===== src/rtl/salc_pkg.sv =====
// Shared types, constants and helper functions for the set-associative LRU cache model.
// Used by every module in this folder but salc_tag_ram; depends on nothing else.
`default_nettype none

package salc_pkg;

	// Default build sizes for the top level parameters.
	localparam int MAX_SET_BITS_DEF = 6;
	localparam int MAX_WAYS_DEF     = 8;

	// Field widths fixed by the interface.
	localparam int ADDR_W  = 32;
	localparam int TAG_W   = 32;
	localparam int STAMP_W = 31;
	localparam int COUNT_W = 32;

	// Saturation limits of the stamp and statistics counters.
	localparam logic [STAMP_W-1:0] STAMP_LIMIT = 31'h7FFF_FFFF;
	localparam logic [COUNT_W-1:0] COUNT_LIMIT = 32'hFFFF_FFFF;

	// Configuration register indexes.
	localparam logic [1:0] REG_SET_BITS    = 2'd0;
	localparam logic [1:0] REG_OFFSET_BITS = 2'd1;
	localparam logic [1:0] REG_WAYS_IN_USE = 2'd2;

	// Configuration reset values.
	localparam logic [2:0] SET_BITS_RST    = 3'd4;
	localparam logic [4:0] OFFSET_BITS_RST = 5'd4;
	localparam logic [3:0] WAYS_RST        = 4'd1;

	// Operation codes carried on the input tuser.
	localparam logic OP_SINGLE = 1'b0;
	localparam logic OP_MODIFY = 1'b1;

	// One line of the tag store.
	typedef struct packed {
		logic               valid;
		logic [TAG_W-1:0]   tag;
		logic [STAMP_W-1:0] stamp;
	} entry_t;

	// Control from the sequencer to the way compare unit.
	typedef struct packed {
		logic start;
		logic eval;
	} scan_ctl_t;

	// Statistics counter increment that sticks at its limit.
	function automatic logic [COUNT_W-1:0] sat_count(input logic [COUNT_W-1:0] v);
		return (v == COUNT_LIMIT) ? v : v + 32'd1;
	endfunction

	// Stamp counter increment that sticks at its limit.
	function automatic logic [STAMP_W-1:0] sat_stamp(input logic [STAMP_W-1:0] v);
		return (v == STAMP_LIMIT) ? v : v + 31'd1;
	endfunction

endpackage

`default_nettype wire


===== src/rtl/salc_cfg_regs.sv =====
// Configuration registers of the cache model with decode and range clamping.
// Depends on salc_pkg for register indexes and reset values.
`default_nettype none

module salc_cfg_regs #(
	parameter int MAX_SET_BITS = salc_pkg::MAX_SET_BITS_DEF,
	parameter int MAX_WAYS     = salc_pkg::MAX_WAYS_DEF,
	localparam int SBW   = $clog2(MAX_SET_BITS + 1),
	localparam int WAYCW = $clog2(MAX_WAYS + 1)
) (
	input  wire logic             clk,
	input  wire logic             arst_n,
	input  wire logic             wr_en,
	input  wire logic [1:0]       wr_index,
	input  wire logic [4:0]       wr_data,
	output logic      [SBW-1:0]   set_bits_eff,
	output logic      [4:0]       offset_bits_eff,
	output logic      [WAYCW-1:0] ways_eff
);

	logic [2:0] set_bits_q;
	logic [4:0] offset_bits_q;
	logic [3:0] ways_q;

	// Register writes; an index beyond the list is dropped.
	always_ff @(posedge clk or negedge arst_n) begin
		if (!arst_n) begin
			set_bits_q    <= salc_pkg::SET_BITS_RST;
			offset_bits_q <= salc_pkg::OFFSET_BITS_RST;
			ways_q        <= salc_pkg::WAYS_RST;
		end else if (wr_en) begin
			case (wr_index)
				salc_pkg::REG_SET_BITS:    set_bits_q    <= wr_data[2:0];
				salc_pkg::REG_OFFSET_BITS: offset_bits_q <= wr_data;
				salc_pkg::REG_WAYS_IN_USE: ways_q        <= wr_data[3:0];
				default: ;
			endcase
		end
	end

	// Clamp the set bit count to the built maximum.
	always_comb begin
		if (32'(set_bits_q) > MAX_SET_BITS) begin
			set_bits_eff = SBW'(MAX_SET_BITS);
		end else begin
			set_bits_eff = SBW'(set_bits_q);
		end
	end

	assign offset_bits_eff = offset_bits_q;

	// Zero ways means one way; more than built means all built ways.
	always_comb begin
		if (ways_q == 4'd0) begin
			ways_eff = WAYCW'(1);
		end else if (32'(ways_q) > MAX_WAYS) begin
			ways_eff = WAYCW'(MAX_WAYS);
		end else begin
			ways_eff = WAYCW'(ways_q);
		end
	end

endmodule

`default_nettype wire


===== config.mk =====
export PLATFORM = sky130hd
export DESIGN_NAME = salc_cfg_regs
export DESIGN_NICKNAME = d
export VERILOG_FILES = /design/src/rtl/salc_pkg.sv /design/src/rtl/salc_cfg_regs.sv
export SDC_FILE = /design/constraint.sdc
export NUM_CORES = 1
export LEC_CHECK = 0
export ABC_AREA = 0
export BUFFER_PORTS_ARGS = -buffer_cell sky130_fd_sc_hd__buf_4
export CAP_MARGIN = 10
export CORE_MARGIN = 2
export CORE_UTILIZATION = 39
export CTS_CLUSTER_DIAMETER = 150
export CTS_CLUSTER_SIZE = 40
export DETAILED_ROUTE_END_ITERATION = 6
export HOLD_SLACK_MARGIN = 0.12
export MAX_ROUTING_LAYER = met4
export PLACE_DENSITY = 0.7
export SYNTH_ARGS = -nofsm -noshare
export SYNTH_HDL_FRONTEND = slang
export SYNTH_SLANG_ARGS = --single-unit

===== constraint.sdc =====
create_clock -name clk -period 0.8 [get_ports clk]
set_input_delay 0.12 -clock clk [delete_from_list [all_inputs] [get_ports clk]]
set_output_delay 0.12 -clock clk [all_outputs]
set_load 0.03 [all_outputs]

==> impl_metrics.yaml <==
timing:
  hold_violations: 0
  worst_pin_slew_ps: 284.3
  setup_viol_count_final: 17
  fin_ws_ps: -479.3
  layout_min_cycle_time_ps: 1279
  grt_setup_unrepaired: "true"
  max_freq_ghz: 0.7817
  relSlewSlack_pct: 80.99
  fin_skew_ps: 0
  holdWs_ps: 87.60
  fin_crit_sh_pct: 159.9
  drv_slew: 0
power:
  p_leak_nw: 0.4289
  peakVddDrop_v: 0.001445
  power_density_mw_per_mm2: 2559
job:
  cap_violations: 0
worst_setup_path:
  cp.arrival_ps: 1160
  crit_path_start_kind: "flop"
  max_stage_delay_ps: 530
  reg2regPathDepth: 2
  timing.rr.start: "ways_q[3]"
  crit_type: "reg -> out"
  cp_max_fo: 2
  ff2ff_setup_slack_ps: -160
  cp_cell_sequence: "o21ba_4, nor2_4, buf_6"
  cp_slowest_cell: "dfstp_2"
  worstPathBufferInverterCount: 1
  endpoint_kind: "output port"
  r2r_end: "ways_q[3]"
  cp_top_family: "flip-flops"
  cp_data_required_time_ps: 680
floorplan:
  start_util_pct: 40.34
  ios: 22
  die_w_um: 40.23
  core_mm2: 0.001269
  die_height_um: 40.23
  num_rows: 13
  dieArea_mm2: 0.001618
logic_synthesis:
  syn-num-nets: 45
  yosysWarnings: 0
  syn_inst: 35
  syn-mean-instance-area_um2: 14.62
  ys_seq_area_share_pct: 59.41
  netlist_area_um2: 511.7
  synthDistinctLibCells: 10
  ys_ff_latch: 12
drt:
  final_antenna_net_count: 0
  vias: 383
  drc: 0
  drt_iter0_markers: 1
  wirelength_um: 1121
  wl_per_cell_um: 14.19
  dr.pass1.iters: 2
  via_per_inst: 4.848
global_route:
  grt_pass1_wl_um: 1600
  grt_max_degree: 13
  gr-total-overflow: 0
  grt_pass1_vias: 350
  grt_antenna_before_repair: 0
  track_usage_pct: 16.11
final_layout:
  layout.nets: 75
  drive_above_1_share_pct: 89.06
  area_growth_pct: 74.57
  num_antenna_cells: 0
  fin_cells: 79
  final_cell_mix: "buf_6 (14), buf_4 (13), mux2_4 (10)"
  final_common_cell: "buf_6"
clock_network:
  htreeDepth: 1
  cts_buffers: 3
  holdBufCountCts: 1
  cts.sinks: 12
  path_clk_slew_ps: 80
  clock_latency_ps: 260
  cts_tree: "done"
  ctsRootBufferMaster: "clkbuf_4"
  clock_path_buffers: 2
status:
  status: "finished with violations"
  violations: "setup timing"
place:
  place_inst: 68
  dpl.hpwl_um: 816.7
  portBuffers: 21
  place.gp.congestion: 0.7141
min_path:
  min_to: "ways_q[3]"
  whs_path_depth: 2
  hold_path_startpoint: "wr_data[3]"
  holdCritPathClass: "in -> reg"
## power by group
part,switching [mW],internal (mW)
sequential,0.113,0.753
clock,0.194,0.276
combinational,0.415,0.534
## what timing repair did
item,in CTS,in global routing
cloned,0,0
pin swaps,1,0
gates resized for setup,14,6
endpoints found under the setup margin,13,21
hold endpoints to repair,24,12
setup buffers,4,2
## routing by layer
layer | global-route usage [%] | routed length [um] | part of all wire (%)
met2 | 23.39 | 570 | 51
met5 | - | 0 | 0
met4 | 7.500 | 0 | 0
met1 | 21.48 | 482 | 43
met3 | 3.333 | 68 | 6.1
## layout make-up
type / count / area [um^2]
timing repair buffer: 28 / 265.3
fill: 93 / 375.4
clock buffer: 4 / 36.28
sequential: 12 / 310.3
tap: 15 / 18.77
multi-input combinational: 20 / 262.8
## registers in the layout (all words and copies together) (netlist names)
register	cells
offset_bits_eff	5
ways_q	4
set_bits_q	3
## Yosys cell counts, drive strengths merged
library cell  instances  area share, %
a21boi                1            1.5
nor3b                 1            2.4
clkbuf                3            2.2
o21ba                 1            2.0
dfrtp                 9             44
mux2                 12             26
nor2                  1           0.73
nand3b                2            2.9
dfstp                 3             15
nor2b                 2            2.4
## through the flow
stage	power, mW	area (um^2)	util [%]	setup WS [ps]	setup TNS [ps]
6_report	2.286	893.4	70.41	-479.3	-3428
5_1_grt	2.400	893.4	70.41	-518.1	-4020
4_1_cts	2.244	855.8	67.46	-490.6	-3421
3_5_place_dp	1.605	729.5	57.50	-269.3	-2772
3_3_place_gp	1.582	729.5	57.50	-217.7	-2289
2_1_floorplan	1.353	574.3	-	-146.9	-606.8
## kinds of logic (layout without fill, tap and decap cells)
family / count (synthesis) / in the layout / synth area share (%)
muxes: 12 / 12 / 26.41
DFF: 12 / 12 / 59.41
and+or+nand+nor: 6 / 6 / 8.555
buffers and inverters: 3 / 32 / 2.200
AOI/OAI and AO/OA: 2 / 2 / 3.424
## worst max path at each step
stage / slack [ps] / from / cells after the start / end
3_5_place_dp: -270 / wr_index[1] / 3 / offset_bits_eff[0]
4_1_cts: -490 / ways_q[0] / 3 / ways_eff[0]
6_report: -480 / ways_q[0] / 3 / ways_eff[0]
5_1_grt: -520 / ways_q[0] / 3 / ways_eff[0]
3_3_place_gp: -220 / wr_index[1] / 3 / offset_bits_eff[0]
2_1_floorplan: -150 / ways_q[0] / 2 / ways_eff[0]
Power figures use the tool's default switching activity.
