**src/rtl/salc_pkg.sv**
```systemverilog
// Shared types, constants and helper functions for the set-associative LRU cache model.
// Used by every module in this folder but salc_tag_ram; depends on nothing else.
`default_nettype none

package salc_pkg;

	// Default build sizes for the top level parameters.
	localparam int MAX_SET_BITS_DEF = 6;
	localparam int MAX_WAYS_DEF     = 8;

	// Field widths fixed by the interface.
	localparam int ADDR_W  = 32;
	localparam int TAG_W   = 32;
	localparam int STAMP_W = 31;
	localparam int COUNT_W = 32;

	// Saturation limits of the stamp and statistics counters.
	localparam logic [STAMP_W-1:0] STAMP_LIMIT = 31'h7FFF_FFFF;
	localparam logic [COUNT_W-1:0] COUNT_LIMIT = 32'hFFFF_FFFF;

	// Configuration register indexes.
	localparam logic [1:0] REG_SET_BITS    = 2'd0;
	localparam logic [1:0] REG_OFFSET_BITS = 2'd1;
	localparam logic [1:0] REG_WAYS_IN_USE = 2'd2;

	// Configuration reset values.
	localparam logic [2:0] SET_BITS_RST    = 3'd4;
	localparam logic [4:0] OFFSET_BITS_RST = 5'd4;
	localparam logic [3:0] WAYS_RST        = 4'd1;

	// Operation codes carried on the input tuser.
	localparam logic OP_SINGLE = 1'b0;
	localparam logic OP_MODIFY = 1'b1;

	// One line of the tag store.
	typedef struct packed {
		logic               valid;
		logic [TAG_W-1:0]   tag;
		logic [STAMP_W-1:0] stamp;
	} entry_t;

	// Control from the sequencer to the way compare unit.
	typedef struct packed {
		logic start;
		logic eval;
	} scan_ctl_t;

	// Statistics counter increment that sticks at its limit.
	function automatic logic [COUNT_W-1:0] sat_count(input logic [COUNT_W-1:0] v);
		return (v == COUNT_LIMIT) ? v : v + 32'd1;
	endfunction

	// Stamp counter increment that sticks at its limit.
	function automatic logic [STAMP_W-1:0] sat_stamp(input logic [STAMP_W-1:0] v);
		return (v == STAMP_LIMIT) ? v : v + 31'd1;
	endfunction

endpackage

`default_nettype wire

```
**src/rtl/salc_way_cmp.sv**
```systemverilog
// Shared way compare unit: checks one line per cycle for a tag match, the first
// invalid way and the oldest stamp. Depends on salc_pkg for the line and control types.
`default_nettype none

module salc_way_cmp #(
	parameter int MAX_WAYS = salc_pkg::MAX_WAYS_DEF,
	localparam int WAYW    = (MAX_WAYS > 1) ? $clog2(MAX_WAYS) : 1
) (
	input  wire logic                        clk,
	input  wire logic                        arst_n,
	input  wire salc_pkg::scan_ctl_t         ctl,
	input  wire logic [WAYW-1:0]             way,
	input  wire logic [salc_pkg::TAG_W-1:0]  tag,
	input  wire salc_pkg::entry_t            line,
	output logic                             hit,
	output logic      [WAYW-1:0]             hit_way,
	output logic                             inv_found,
	output logic      [WAYW-1:0]             victim_way
);

	logic                          hit_q;
	logic                          inv_q;
	logic [WAYW-1:0]               hit_way_q;
	logic [WAYW-1:0]               inv_way_q;
	logic [WAYW-1:0]               lru_way_q;
	logic [salc_pkg::STAMP_W-1:0]  best_q;
	logic                          match;
	logic                          older;

	// One tag comparator and one stamp comparator, reused for every way.
	assign match = line.valid && (line.tag == tag);
	assign older = (way == '0) || (line.stamp < best_q);

	// Control flags of the scan.
	always_ff @(posedge clk or negedge arst_n) begin
		if (!arst_n) begin
			hit_q <= 1'b0;
			inv_q <= 1'b0;
		end else if (ctl.start) begin
			hit_q <= 1'b0;
			inv_q <= 1'b0;
		end else if (ctl.eval) begin
			if (match) begin
				hit_q <= 1'b1;
			end
			if (!line.valid) begin
				inv_q <= 1'b1;
			end
		end
	end

	// Way numbers and the oldest stamp seen before the first invalid way.
	always_ff @(posedge clk) begin
		if (ctl.eval) begin
			if (match && !hit_q) begin
				hit_way_q <= way;
			end
			if (!line.valid && !inv_q) begin
				inv_way_q <= way;
			end
			if (line.valid && !inv_q && older) begin
				best_q    <= line.stamp;
				lru_way_q <= way;
			end
		end
	end

	assign hit        = hit_q;
	assign hit_way    = hit_way_q;
	assign inv_found  = inv_q;
	assign victim_way = inv_q ? inv_way_q : lru_way_q;

endmodule

`default_nettype wire

```
**config.mk**
```make
export PLATFORM = sky130hd
export DESIGN_NAME = salc_way_cmp
export DESIGN_NICKNAME = d
export VERILOG_FILES = /design/src/rtl/salc_pkg.sv /design/src/rtl/salc_way_cmp.sv
export SDC_FILE = /design/constraint.sdc
export NUM_CORES = 1
export LEC_CHECK = 0
export BUFFER_PORTS_ARGS = -buffer_cell sky130_fd_sc_hd__buf_2
export CORE_ASPECT_RATIO = 0.6
export CORE_MARGIN = 5
export CORE_UTILIZATION = 51
export DETAILED_ROUTE_END_ITERATION = 16
export GPL_TIMING_DRIVEN = 0
export PLACE_DENSITY = 0.86
export REMOVE_ABC_BUFFERS = 1
export SLEW_MARGIN = 5
export SYNTH_ARGS = -nofsm -noshare
export SYNTH_HDL_FRONTEND = slang
export SYNTH_SLANG_ARGS = --single-unit
```
**constraint.sdc**
```tcl
create_clock -name clk -period 10.1 [get_ports clk]
set_clock_uncertainty 0.1 [all_clocks]
set_input_delay 2.02 -clock clk [delete_from_list [all_inputs] [get_ports clk]]
set_output_delay 2.02 -clock clk [all_outputs]
set_load 0.005 [all_outputs]
```
==> results of run 1 <==
==> power groups by stage <==
stage / Combinational, mW / Clock (mW) / Sequential [mW]
floorplan: 0.0318 / 0 / 0.206
global placement: 0.0625 / 0 / 0.206
detailed placement: 0.0678 / 0 / 0.206
CTS: 0.0684 / 0.130 / 0.202
global route: 0.0774 / 0.139 / 0.202
finish: 0.0679 / 0.129 / 0.201
==> cell type report <==
class                      count  area (µm²)
clock buffer                   7        76.3
clock inverter                 1        30.0
fill                         343        1390
inverter                      32         120
multi-input combinational    133        1070
sequential                    42        1250
tap                           63        78.8
timing repair buffer         111         578
==> final timing paths <==
path	from	to	slack (ns)	depth (start not counted)
min	hit$_DFFE_PN0P_	hit$_DFFE_PN0P_	0.44	2
max in group asynchronous	arst_n	hit$_DFFE_PN0P_	8.41	1
min reg2reg	hit$_DFFE_PN0P_	hit$_DFFE_PN0P_	0.44	2
min in group asynchronous	arst_n	inv_found$_DFFE_PN0P_	1.40	1
max reg2reg	best_q[6]$_DFFE_PP_	best_q[21]$_DFFE_PP_	7.29	9
max	line[6]	best_q[21]$_DFFE_PP_	5.81	9
==> state kept, by name, indices dropped and copies added (netlist names) <==
signal and cells:
best_q 31, lru_way_q 3, inv_way_q 3, hit_way 3
hit 1, inv_found 1
==> placed cells by master, fill, tap and decap left out <==
master and instances:
nor2_1 5, nand3_1 3, or4_1 1, a21oi_1 18
a21o_1 2, xor2_1 20, xnor2_1 12, nor4_1 7
dfrtp_1 2, a211oi_1 1, bufinv_16 1, clkbuf_1 2
clkbuf_8 5, o21ai_0 6, nand2_1 9, or2_2 1
mux2_2 3, nor3b_1 1, buf_2 110, nand4_1 9
ha_1 30, nand2b_1 1, buf_16 1, and4_1 1
inv_1 32, a2111oi_0 1, nand3b_1 1, edfxtp_1 40
o21ai_4 1
==> through the flow <==
step                instance area [µm²]  utilization (%)  instances  setup WS (ns)  hold WS (ns)
finish                             3200             69.8        389           5.81         0.442
global route                       3200             69.8        389           5.56         0.454
CTS                                3200             69.8        389           5.80         0.445
detailed placement                 3100             67.5        381           5.50         0.434
global placement                   3060             66.6        380           2.77         0.419
floorplan                          2430                -        207           4.07         0.422
==> worst register-to-register path: cells and delay by family, from the launching register on <==
family | cells | cell delay [ns]
AO/OA/AOI/OAI | 5 | 1.42
adder cells (fa/ha/maj) | 1 | 0.25
buffers and inverters | 2 | 0.30
flip-flops | 1 | 0.36
AND/OR/NAND/NOR | 1 | 0.08
==> metal layers <==
layer,track usage [%],up-vias,share of wire [%],routed length (µm)
met5,0,-,0,0
met2,30.0,41,49,2710
met1,24.5,856,45,2500
met3,4.85,2,5.3,292
li1,-,975,-,-
met4,3.24,0,0.18,10
==> cells by family (layout without fill, tap and decap cells) <==
family                     count (synthesis)  after routing
buffers and inverters                     32            151
muxes                                      3              3
xor gates and xnor gates                  32             32
DFF                                       42             42
adders and majority gates                 30             30
AOI/OAI and AO/OA                         29             29
and+or+nand+nor                           39             39
==> run_results.csv, run 1 <==
group,metric,value,unit
global_routing,grt_max_degree,21,
pwr,combPwrFrac,17.0,%
cts,htreeDepth,2,
critical_path,critPathLaunchType,"primary input",
critical_path,cp.buffers_inverters,2,
timing,fin_crit_sh,42.5,%
timing,slew_violations,0,
logic_synthesis,synth_top_family_by_area,"adder cells",
logic_synthesis,synth_fa_ha_area_share,15.5,%
layout,syn2layout_area_growth,31.9,%
critical_path,crit_type,"primary input to flop",
pwr,seq_power_share,50.6,%
detailed_routing,drc,0,
detailed_routing,detail_route.iter0.violations,36,
pwr,switchingPower,90.3,µW
cts,cts_buffers,5,
logic_synthesis,syn_inst,207,
pwr,p_leak,1.52,nW
logic_synthesis,post-synth-top-count-cell,"edfxtp_1",
timing,finalCriticalPeriod,4.29,ns
cts,clk_pin_slew_worst_paths,0.08,ns
logic_synthesis,ys.flop_type,"edfxtp_1",
cts,clk_latency,0.29,ns
flow_run,maxCapViolCount,0,
critical_path,worstPathRequired,10.00,ns
logic_synthesis,synthXorXnorAreaFrac,11.5,%
logic_synthesis,synth.area.top_cells,"edfxtp_1 49%, ha_1 15%, xor2_1 7.2%",
global_routing,antenna_found_initial,0,
die,num_rows,19,
timing,fmax,233,MHz
logic_synthesis,yosysSeqAreaShare,51.5,%
die,initial_utilization,52.9,%
die,die_h,63.5,µm
critical_path,cp.arrival,4.19,ns
cts,post_cts_resized,0,
logic_synthesis,synthDistinctLibCells,23,
global_routing,grt_pass1_wl,9060,µm
placement,io_buffer_count,110,
critical_path,endpoint_kind,"flop",
detailed_routing,ant_nets,0,
status,status,"completed",
layout,drive_gt1_share,37.4,%
logic_synthesis,synth_top_cell_area_share,49.5,%
critical_path,cp_slowest_cell,"a2111oi_0",
cts,cts_buffer_depth,2,
logic_synthesis,synth_edf_count,40,
cts,cts-hold-fix-buffers,0,
detailed_routing,first_pass_iters,4,
timing,hold_violations,0,
logic_synthesis,ys_seq_elements,42,
critical_path,critPathMaxFanout,20,
critical_path,cpMostUsedCell,"a21oi_1",
cts,clock-sinks,42,
critical_path,cp_cell_sequence,"buf_2 > ha_1 > a21o_1 > nand3_1 > a21oi_1 > a2111oi_0 > a21oi_1 > o21ai_4 > buf_16",
cts,post_cts_buffers,0,
logic_synthesis,synth.top_cells.by_count,"40 x edfxtp_1, 32 x inv_1, 30 x ha_1, 20 x xor2_1, 18 x a21oi_1",
pwr,total_power,398,µW
global_routing,grt_pass1_vias,1974,
die,ioPinCount,111,
die,fp.coreArea,4590,µm²
placement,hpwlAfterDp,4760,µm
critical_path,cpPeakStageDelay,0.49,ns
logic_synthesis,synth_compound_area_share,6.44,%
pwr,p_int,308,µW
layout,antenna_cells,0,
logic_synthesis,yosysWarnings,0,
logic_synthesis,yosys.area_share.simple,8.71,%
pwr,vdd_drop_max,0.0799,mV
logic_synthesis,syn_area_per_cell,11.7,µm²
detailed_routing,wl,5520,µm
logic_synthesis,async_reset_ff_share,4.76,%
cts,cts-root-buf,"clkbuf_8",
logic_synthesis,netlist_area,2430,µm²
timing,slew_headroom,64.0,%
detailed_routing,vias_per_cell,4.82,
logic_synthesis,yosysTopAreaCell,"edfxtp_1",
die,die_w,99.1,µm
layout,fin_nets,458,
timing,fin_setup_tns,0,ns
timing,worst_slew_pin_slew,0.527,ns
detailed_routing,post_drt_wl_per_cell,14.2,µm
detailed_routing,via_count,1874,
die,dieArea,6290,µm²
pwr,p_clk_share,32.4,%
global_routing,grt_remaining_overflow,0,
pwr,power_density,124,nW/µm²
logic_synthesis,synth.area.mux_share,1.39,%
timing,rsz0062_at_grt,"no",
timing,setup_violations,0,
min_path,hp-class,"flop to flop",
critical_path,cp_top_family,"compound AO/OA/AOI/OAI gates",
pwr,swShare,22.6,%
global_routing,grt.total_usage,18.2,%
placement,gp_congestion,0.820,
cts,cts_tree,"yes",
(Power assumes the default switching activity.)
==> run 2, diff against run 1 <==
--- a/config.mk
+++ b/config.mk
@@ -8,10 +8,10 @@
 export BUFFER_PORTS_ARGS = -buffer_cell sky130_fd_sc_hd__buf_2
 export CORE_ASPECT_RATIO = 0.6
 export CORE_MARGIN = 5
-export CORE_UTILIZATION = 51
+export CORE_UTILIZATION = 47
 export DETAILED_ROUTE_END_ITERATION = 16
 export GPL_TIMING_DRIVEN = 0
-export PLACE_DENSITY = 0.86
+export PLACE_DENSITY = 0.8
 export REMOVE_ABC_BUFFERS = 1
 export SLEW_MARGIN = 5
 export SYNTH_ARGS = -nofsm -noshare
==> constraint.sdc (replaced) <==
create_clock -name clk -period 4.2 [get_ports clk]
set_clock_uncertainty 0.1 [all_clocks]
set_input_delay 0.84 -clock clk [delete_from_list [all_inputs] [get_ports clk]]
set_output_delay 0.84 -clock clk [all_outputs]
set_load 0.005 [all_outputs]
==> run 2 against run 1 <==
Core utilization decreased by 6.4 points. Die area increased by 7.4%. Setup slack got worse by 4.6 ns. Clock power increased by 100%. Worst hold slack got worse by 0.22 ns.
==> run_results.csv, run 2 (synthesized netlist as in run 1, its figures left out) <==
group,metric,value,unit
status,status,"completed",
global_routing,grt_pass1_vias,1917,
placement,io_buffer_count,110,
critical_path,critPathLaunchType,"primary input",
detailed_routing,via_count,1884,
timing,rsz0062_at_grt,"no",
timing,finalCriticalPeriod,2.97,ns
global_routing,antenna_found_initial,0,
timing,hold_violations,0,
layout,final_util,63.5,%
cts,clk_pin_slew_worst_paths,0.08,ns
die,fp.coreArea,5030,µm²
pwr,total_power,911,µW
cts,cts-root-buf,"clkbuf_8",
timing,setup_violations,0,
pwr,vdd_drop_max,0.177,mV
detailed_routing,vias_per_cell,4.81,
timing,fin_crit_sh,70.8,%
critical_path,r2r-end,"best_q[17]$_DFFE_PP_",
critical_path,worstPathRequired,4.09,ns
critical_path,reg2reg_depth,9,
cts,clock-sinks,42,
critical_path,cp.arrival,2.87,ns
detailed_routing,post_drt_wl_per_cell,13.8,µm
detailed_routing,detail_route.iter0.violations,59,
die,ioPinCount,111,
layout,final_cell_mix,"110 x buf_2, 40 x edfxtp_1, 32 x inv_1",
cts,post_cts_resized,0,
critical_path,reg2reg_slack,1.53,ns
pwr,p_leak,1.51,nW
layout,drive_gt1_share,37.7,%
placement,hpwlAfterDp,4660,µm
critical_path,r2r_start,"best_q[6]$_DFFE_PP_",
cts,cts-hold-fix-buffers,0,
global_routing,grt_pass1_wl,8730,µm
detailed_routing,ant_nets,0,
detailed_routing,drc,0,
die,die_h,65.7,µm
timing,fin_hold_ws,0.223,ns
die,die_w,103,µm
cts,cts_buffer_depth,2,
critical_path,cpPeakStageDelay,0.46,ns
critical_path,cp_cell_sequence,"buf_2 > ha_1 > a21o_1 > nand3_1 > a21oi_1 > a2111oi_0 > a21oi_1 > o21ai_4 > buf_16",
die,dieArea,6750,µm²
timing,slew_headroom,58.0,%
flow_run,maxCapViolCount,0,
layout,fin_nets,458,
timing,fmax,336,MHz
layout,largest_register_ffs,31,
timing,fin_ws,1.23,ns
global_routing,grt.total_usage,16.9,%
timing,worst_slew_pin_slew,0.629,ns
pwr,power_density,286,nW/µm²
cts,htreeDepth,2,
die,num_rows,20,
cts,cts_tree,"yes",
global_routing,grt_remaining_overflow,0,
cts,cts_buffers,5,
min_path,hp-class,"primary input to asynchronous set/reset pin",
die,initial_utilization,48.3,%
critical_path,cp_slowest_cell,"a2111oi_0",
detailed_routing,first_pass_iters,4,
critical_path,cpMostUsedCell,"a21oi_1",
detailed_routing,wl,5420,µm
critical_path,crit_type,"primary input to flop",
placement,gp_congestion,0.773,
layout,final_common_cell,"buf_2",
timing,slew_violations,0,
placement,dp_slack,0.838,ns
layout,antenna_cells,0,
layout,syn2layout_area_growth,31.4,%
critical_path,critPathMaxFanout,24,
layout,regMostFlops,"best_q",
cts,clk_latency,0.29,ns
cts,post_cts_buffers,0,
global_routing,grt_max_degree,25,
critical_path,endpoint_kind,"flop",
-- run 2: changes by cell type in the layout (fill, tap and decap cells not counted), sizes merged --
cell / before / now
clkinv: 0 / 1
bufinv: 1 / 0
-- run 2: metrics by stage --
step           instances  instance area [µm²]  setup TNS (ns)
2_1_floorplan        207                 2430          -22.11
3_3_place_gp         383                 3060          -72.01
3_5_place_dp         384                 3100               0
4_1_cts              392                 3190               0
5_1_grt              392                 3190               0
6_report             392                 3190               0
-- run 2: routing by layer --
layer	share of wire [%]	GRT usage, %	vias to the layer above
met5	0	0	-
met4	0.42	3.55	0
met3	5.1	3.82	4
met2	47	26.5	37
met1	47	24.1	870
li1	-	-	973
-- run 2: final cells by class --
class,instances,area [µm²]
clock buffers,7,86.3
clock inverters,1,5.00
fillers,432,1840
inverters,32,120
multi-input cells,133,1070
flip-flops and latches,42,1250
well taps,66,82.6
repair buffers,111,578
-- run 2: how the worst max path moves through the flow --
stage / from / end / slack (ns)
finish: line[6] / best_q[17]$_DFFE_PP_ / 1.23
global placement: line[6] / best_q[28]$_DFFE_PP_ / -2.12
floorplan: line[6] / best_q[0]$_DFFE_PP_ / -0.65
CTS: line[6] / best_q[17]$_DFFE_PP_ / 1.15
global route: line[6] / best_q[17]$_DFFE_PP_ / 1.04
detailed placement: line[6] / best_q[20]$_DFFE_PP_ / 0.84
-- run 2: worst max-delay path: cells and delay by family --
family                     cells  cell delay [ns]
and+or+nand+nor                1             0.08
AOI/OAI and AO/OA              5             1.29
buffers and inverters          2             0.34
adders and majority gates      1             0.30
-- run 2: where the power goes --
part	total (mW)	switching [mW]	internal, mW
Combinational	0.163	0.0790	0.0835
Sequential	0.484	0.00514	0.479
Clock	0.264	0.132	0.133
Total	0.911	0.216	0.695
==> run 3, diff against run 2 <==
--- a/config.mk
+++ b/config.mk
@@ -5,13 +5,14 @@
 export SDC_FILE = /design/constraint.sdc
 export NUM_CORES = 1
 export LEC_CHECK = 0
+export ABC_AREA = 1
 export BUFFER_PORTS_ARGS = -buffer_cell sky130_fd_sc_hd__buf_2
 export CORE_ASPECT_RATIO = 0.6
 export CORE_MARGIN = 5
-export CORE_UTILIZATION = 47
+export CORE_UTILIZATION = 45
 export DETAILED_ROUTE_END_ITERATION = 16
 export GPL_TIMING_DRIVEN = 0
-export PLACE_DENSITY = 0.8
+export PLACE_DENSITY = 0.77
 export REMOVE_ABC_BUFFERS = 1
 export SLEW_MARGIN = 5
 export SYNTH_ARGS = -nofsm -noshare
==> constraint.sdc (replaced) <==
create_clock -name clk -period 2.5 [get_ports clk]
set_clock_uncertainty 0.1 [all_clocks]
set_input_delay 0.5 -clock clk [delete_from_list [all_inputs] [get_ports clk]]
set_output_delay 0.5 -clock clk [all_outputs]
set_load 0.005 [all_outputs]
==> run 3 against run 2 <==
Setup slack worse by 1.0 ns. Worst hold slack better by 0.059 ns. Sequential cell count unchanged. Combinational power up 120%. Sequential share of layout area down 7.2 points. Largest power group unchanged. Critical endpoint is now best_q[25]$_DFFE_PP_. Synthesized cell count up 100%. Area after synthesis up 25%. Register-to-register slack worse by 1.3 ns. Total power up 110%. Clock power rose to 2.7 times the previous value.
==> run_results.csv, run 3 <==
group,metric,value,unit
layout,regArea,1250,µm²
layout,fin_nets,668,
pwr,total_power,1.89,mW
logic_synthesis,post-synth-top-count-cell,"nand2_1",
detailed_routing,ant_nets,0,
cts,cts_buffers,5,
layout,fill_cells,622,
timing,finalCriticalPeriod,2.28,ns
timing,slew_headroom,67.7,%
global_routing,grt_remaining_overflow,0,
die,dieArea,8560,µm²
die,ioPinCount,111,
cts,cts-hold-fix-buffers,1,
detailed_routing,wl,7850,µm
layout,largest_register_ffs,31,
cts,clock-sinks,42,
logic_synthesis,synth.top_cells.by_count,"144 x nand2_1, 109 x inv_1, 40 x edfxtp_1, 32 x nor2_1, 30 x ha_1",
layout,final_common_cell,"nand2_1",
cts,cts-root-buf,"clkbuf_16",
critical_path,cp_slowest_cell,"edfxtp_1",
critical_path,cp.arrival,2.16,ns
logic_synthesis,ys.flop_type,"edfxtp_1",
cts,cts_buffer_depth,2,
die,initial_utilization,46.0,%
detailed_routing,vias_per_cell,4.57,
min_path,hp-class,"primary input to flop",
cts,post_cts_buffers,0,
logic_synthesis,yosysSeqAreaShare,41.1,%
placement,io_buffer_count,110,
layout,antenna_cells,0,
pwr,power_density,482,nW/µm²
cts,post_cts_resized,0,
timing,worst_slew_pin_slew,0.480,ns
timing,rsz0062_at_grt,"no",
logic_synthesis,synth_top_cell_area_share,39.5,%
die,die_w,116,µm
cts,clk_pin_slew_worst_paths,0.06,ns
placement,gp_congestion,0.974,
layout,drive_gt1_share,22.6,%
die,die_h,73.7,µm
die,fp.coreArea,6620,µm²
critical_path,cpMostUsedCell,"nand2_1",
global_routing,grt.total_usage,19.1,%
critical_path,cp_cell_sequence,"inv_1 > ha_1 > a21oi_1 > nand2_1 > nand2_1 > nand2_1 > nand2_1 > nand2_1 > nand2_1 > nand2_1 > a21oi_4 > buf_12",
cts,clk_latency,0.28,ns
logic_synthesis,synth_edf_count,40,
detailed_routing,first_pass_iters,4,
cts,cts_tree,"yes",
detailed_routing,via_count,2844,
logic_synthesis,ys_seq_elements,42,
pwr,p_leak,2.26,nW
detailed_routing,detail_route.iter0.violations,127,
global_routing,antenna_found_initial,0,
pwr,vdd_drop_max,0.326,mV
status,status,"completed",
flow_run,maxCapViolCount,0,
logic_synthesis,async_reset_ff_share,4.76,%
critical_path,critPathMaxFanout,27,
logic_synthesis,syn_inst,416,
critical_path,crit_type,"flop to flop",
logic_synthesis,synth.area.top_cells,"edfxtp_1 39%, nand2_1 18%, inv_1 13%",
logic_synthesis,synthDistinctLibCells,20,
placement,hpwlAfterDp,6870,µm
detailed_routing,drc,0,
critical_path,critPathLaunchType,"flop",
logic_synthesis,yosysWarnings,0,
timing,slew_violations,0,
cts,htreeDepth,2,
global_routing,grt_max_degree,28,
critical_path,endpoint_kind,"flop",
timing,fin_crit_sh,91.1,%
detailed_routing,post_drt_wl_per_cell,12.6,µm
critical_path,worstPathRequired,2.38,ns
timing,setup_violations,0,
die,num_rows,23,
timing,fin_hold_ws,0.282,ns
layout,regMostFlops,"best_q",
layout,multi_input_area,1400,µm²
timing,hold_violations,0,
critical_path,cpPeakStageDelay,0.36,ns
global_routing,grt_pass1_vias,2821,
layout,final_cell_mix,"144 x nand2_1, 110 x buf_2, 109 x inv_1",
layout,syn2layout_area_growth,28.4,%
logic_synthesis,syn_area_per_cell,7.32,µm²
logic_synthesis,yosysTopAreaCell,"edfxtp_1",
global_routing,grt_pass1_wl,12500,µm
timing,fmax,439,MHz
logic_synthesis,netlist_area,3040,µm²
-- run 3: changes by cell type after synthesis, sizes merged, moves of 7 or more --
cell and delta:
a21oi -7, nor2 +27, nand3 +10, inv +77, nor4 -7, nand2 +135, xor2 -18
-- run 3: kinds of logic (layout without fill, tap and decap cells) --
kind of cell,after synthesis,in the layout,synth area share (%)
AND/OR/NAND/NOR,206,206,27.3
adder cells (fa/ha/maj),30,30,12.3
flip-flops,42,42,41.1
AO/OA/AOI/OAI,21,21,3.58
buffers and inverters,109,229,13.4
XOR/XNOR,8,8,2.30
-- run 3: final timing paths --
check | startpoint | endpoint | slack, ns | cells after the start
max | best_q[2]$_DFFE_PP_ | best_q[25]$_DFFE_PP_ | 0.22 | 12
min in group asynchronous | arst_n | inv_found$_DFFE_PN0P_ | 0.44 | 2
max in group asynchronous | arst_n | hit$_DFFE_PN0P_ | 1.76 | 2
min | ctl[1] | inv_found$_DFFE_PN0P_ | 0.28 | 2
min reg2reg | hit$_DFFE_PN0P_ | hit$_DFFE_PN0P_ | 0.47 | 2
max reg2reg | best_q[2]$_DFFE_PP_ | best_q[25]$_DFFE_PP_ | 0.22 | 12
-- run 3: area by class of cell --
| cell class | instances | share of cell area, % |
|---|---|---|
| Multi-Input combinational cell | 265 | 35.7 |
| Sequential cell | 42 | 32.0 |
| Timing Repair Buffer | 112 | 14.8 |
| Inverter | 109 | 10.5 |
| Clock buffer | 5 | 3.20 |
| Tap cell | 87 | 2.78 |
| Clock inverter | 3 | 1.02 |
-- run 3: report_power, final --
part / leakage, nW / internal [mW] / switching, mW
Sequential: 0.394 / 0.801 / 0.00749
Clock: 0.0836 / 0.467 / 0.252
Combinational: 1.78 / 0.156 / 0.203
-- run 3: worst max-delay path, delay by kind of cell, from the launching register on --
family | cells | cell delay, ns
AO/OA/AOI/OAI | 2 | 0.48
flip-flops | 1 | 0.36
adder cells (fa/ha/maj) | 1 | 0.24
buffers and inverters | 2 | 0.31
AND/OR/NAND/NOR | 7 | 0.47
-- run 3: stage by stage --
stage / TNS, ns / setup WS (ns) / util [%] / instance area [µm²] / instances
after floorplan: -33.29 / -0.979 / - / 3040 / 416
after global placement: -70.24 / -2.07 / 56.0 / 3700 / 613
after detailed placement: -1.27 / -0.0492 / 56.4 / 3730 / 614
after CTS: 0 / 0.208 / 59.1 / 3910 / 623
after global routing: 0 / 0.0568 / 59.1 / 3910 / 623
final: 0 / 0.222 / 59.1 / 3910 / 623
-- run 3: per-layer routing --
| layer | up-vias | part of all wire, % | global-route usage [%] |
|---|---|---|---|
| met3 | 8 | 8.1 | 4.53 |
| met5 | - | 0 | 0 |
| met4 | 0 | 1.2 | 4.76 |
| li1 | 1512 | - | - |
| met1 | 1244 | 46 | 25.6 |
| met2 | 80 | 44 | 31.3 |
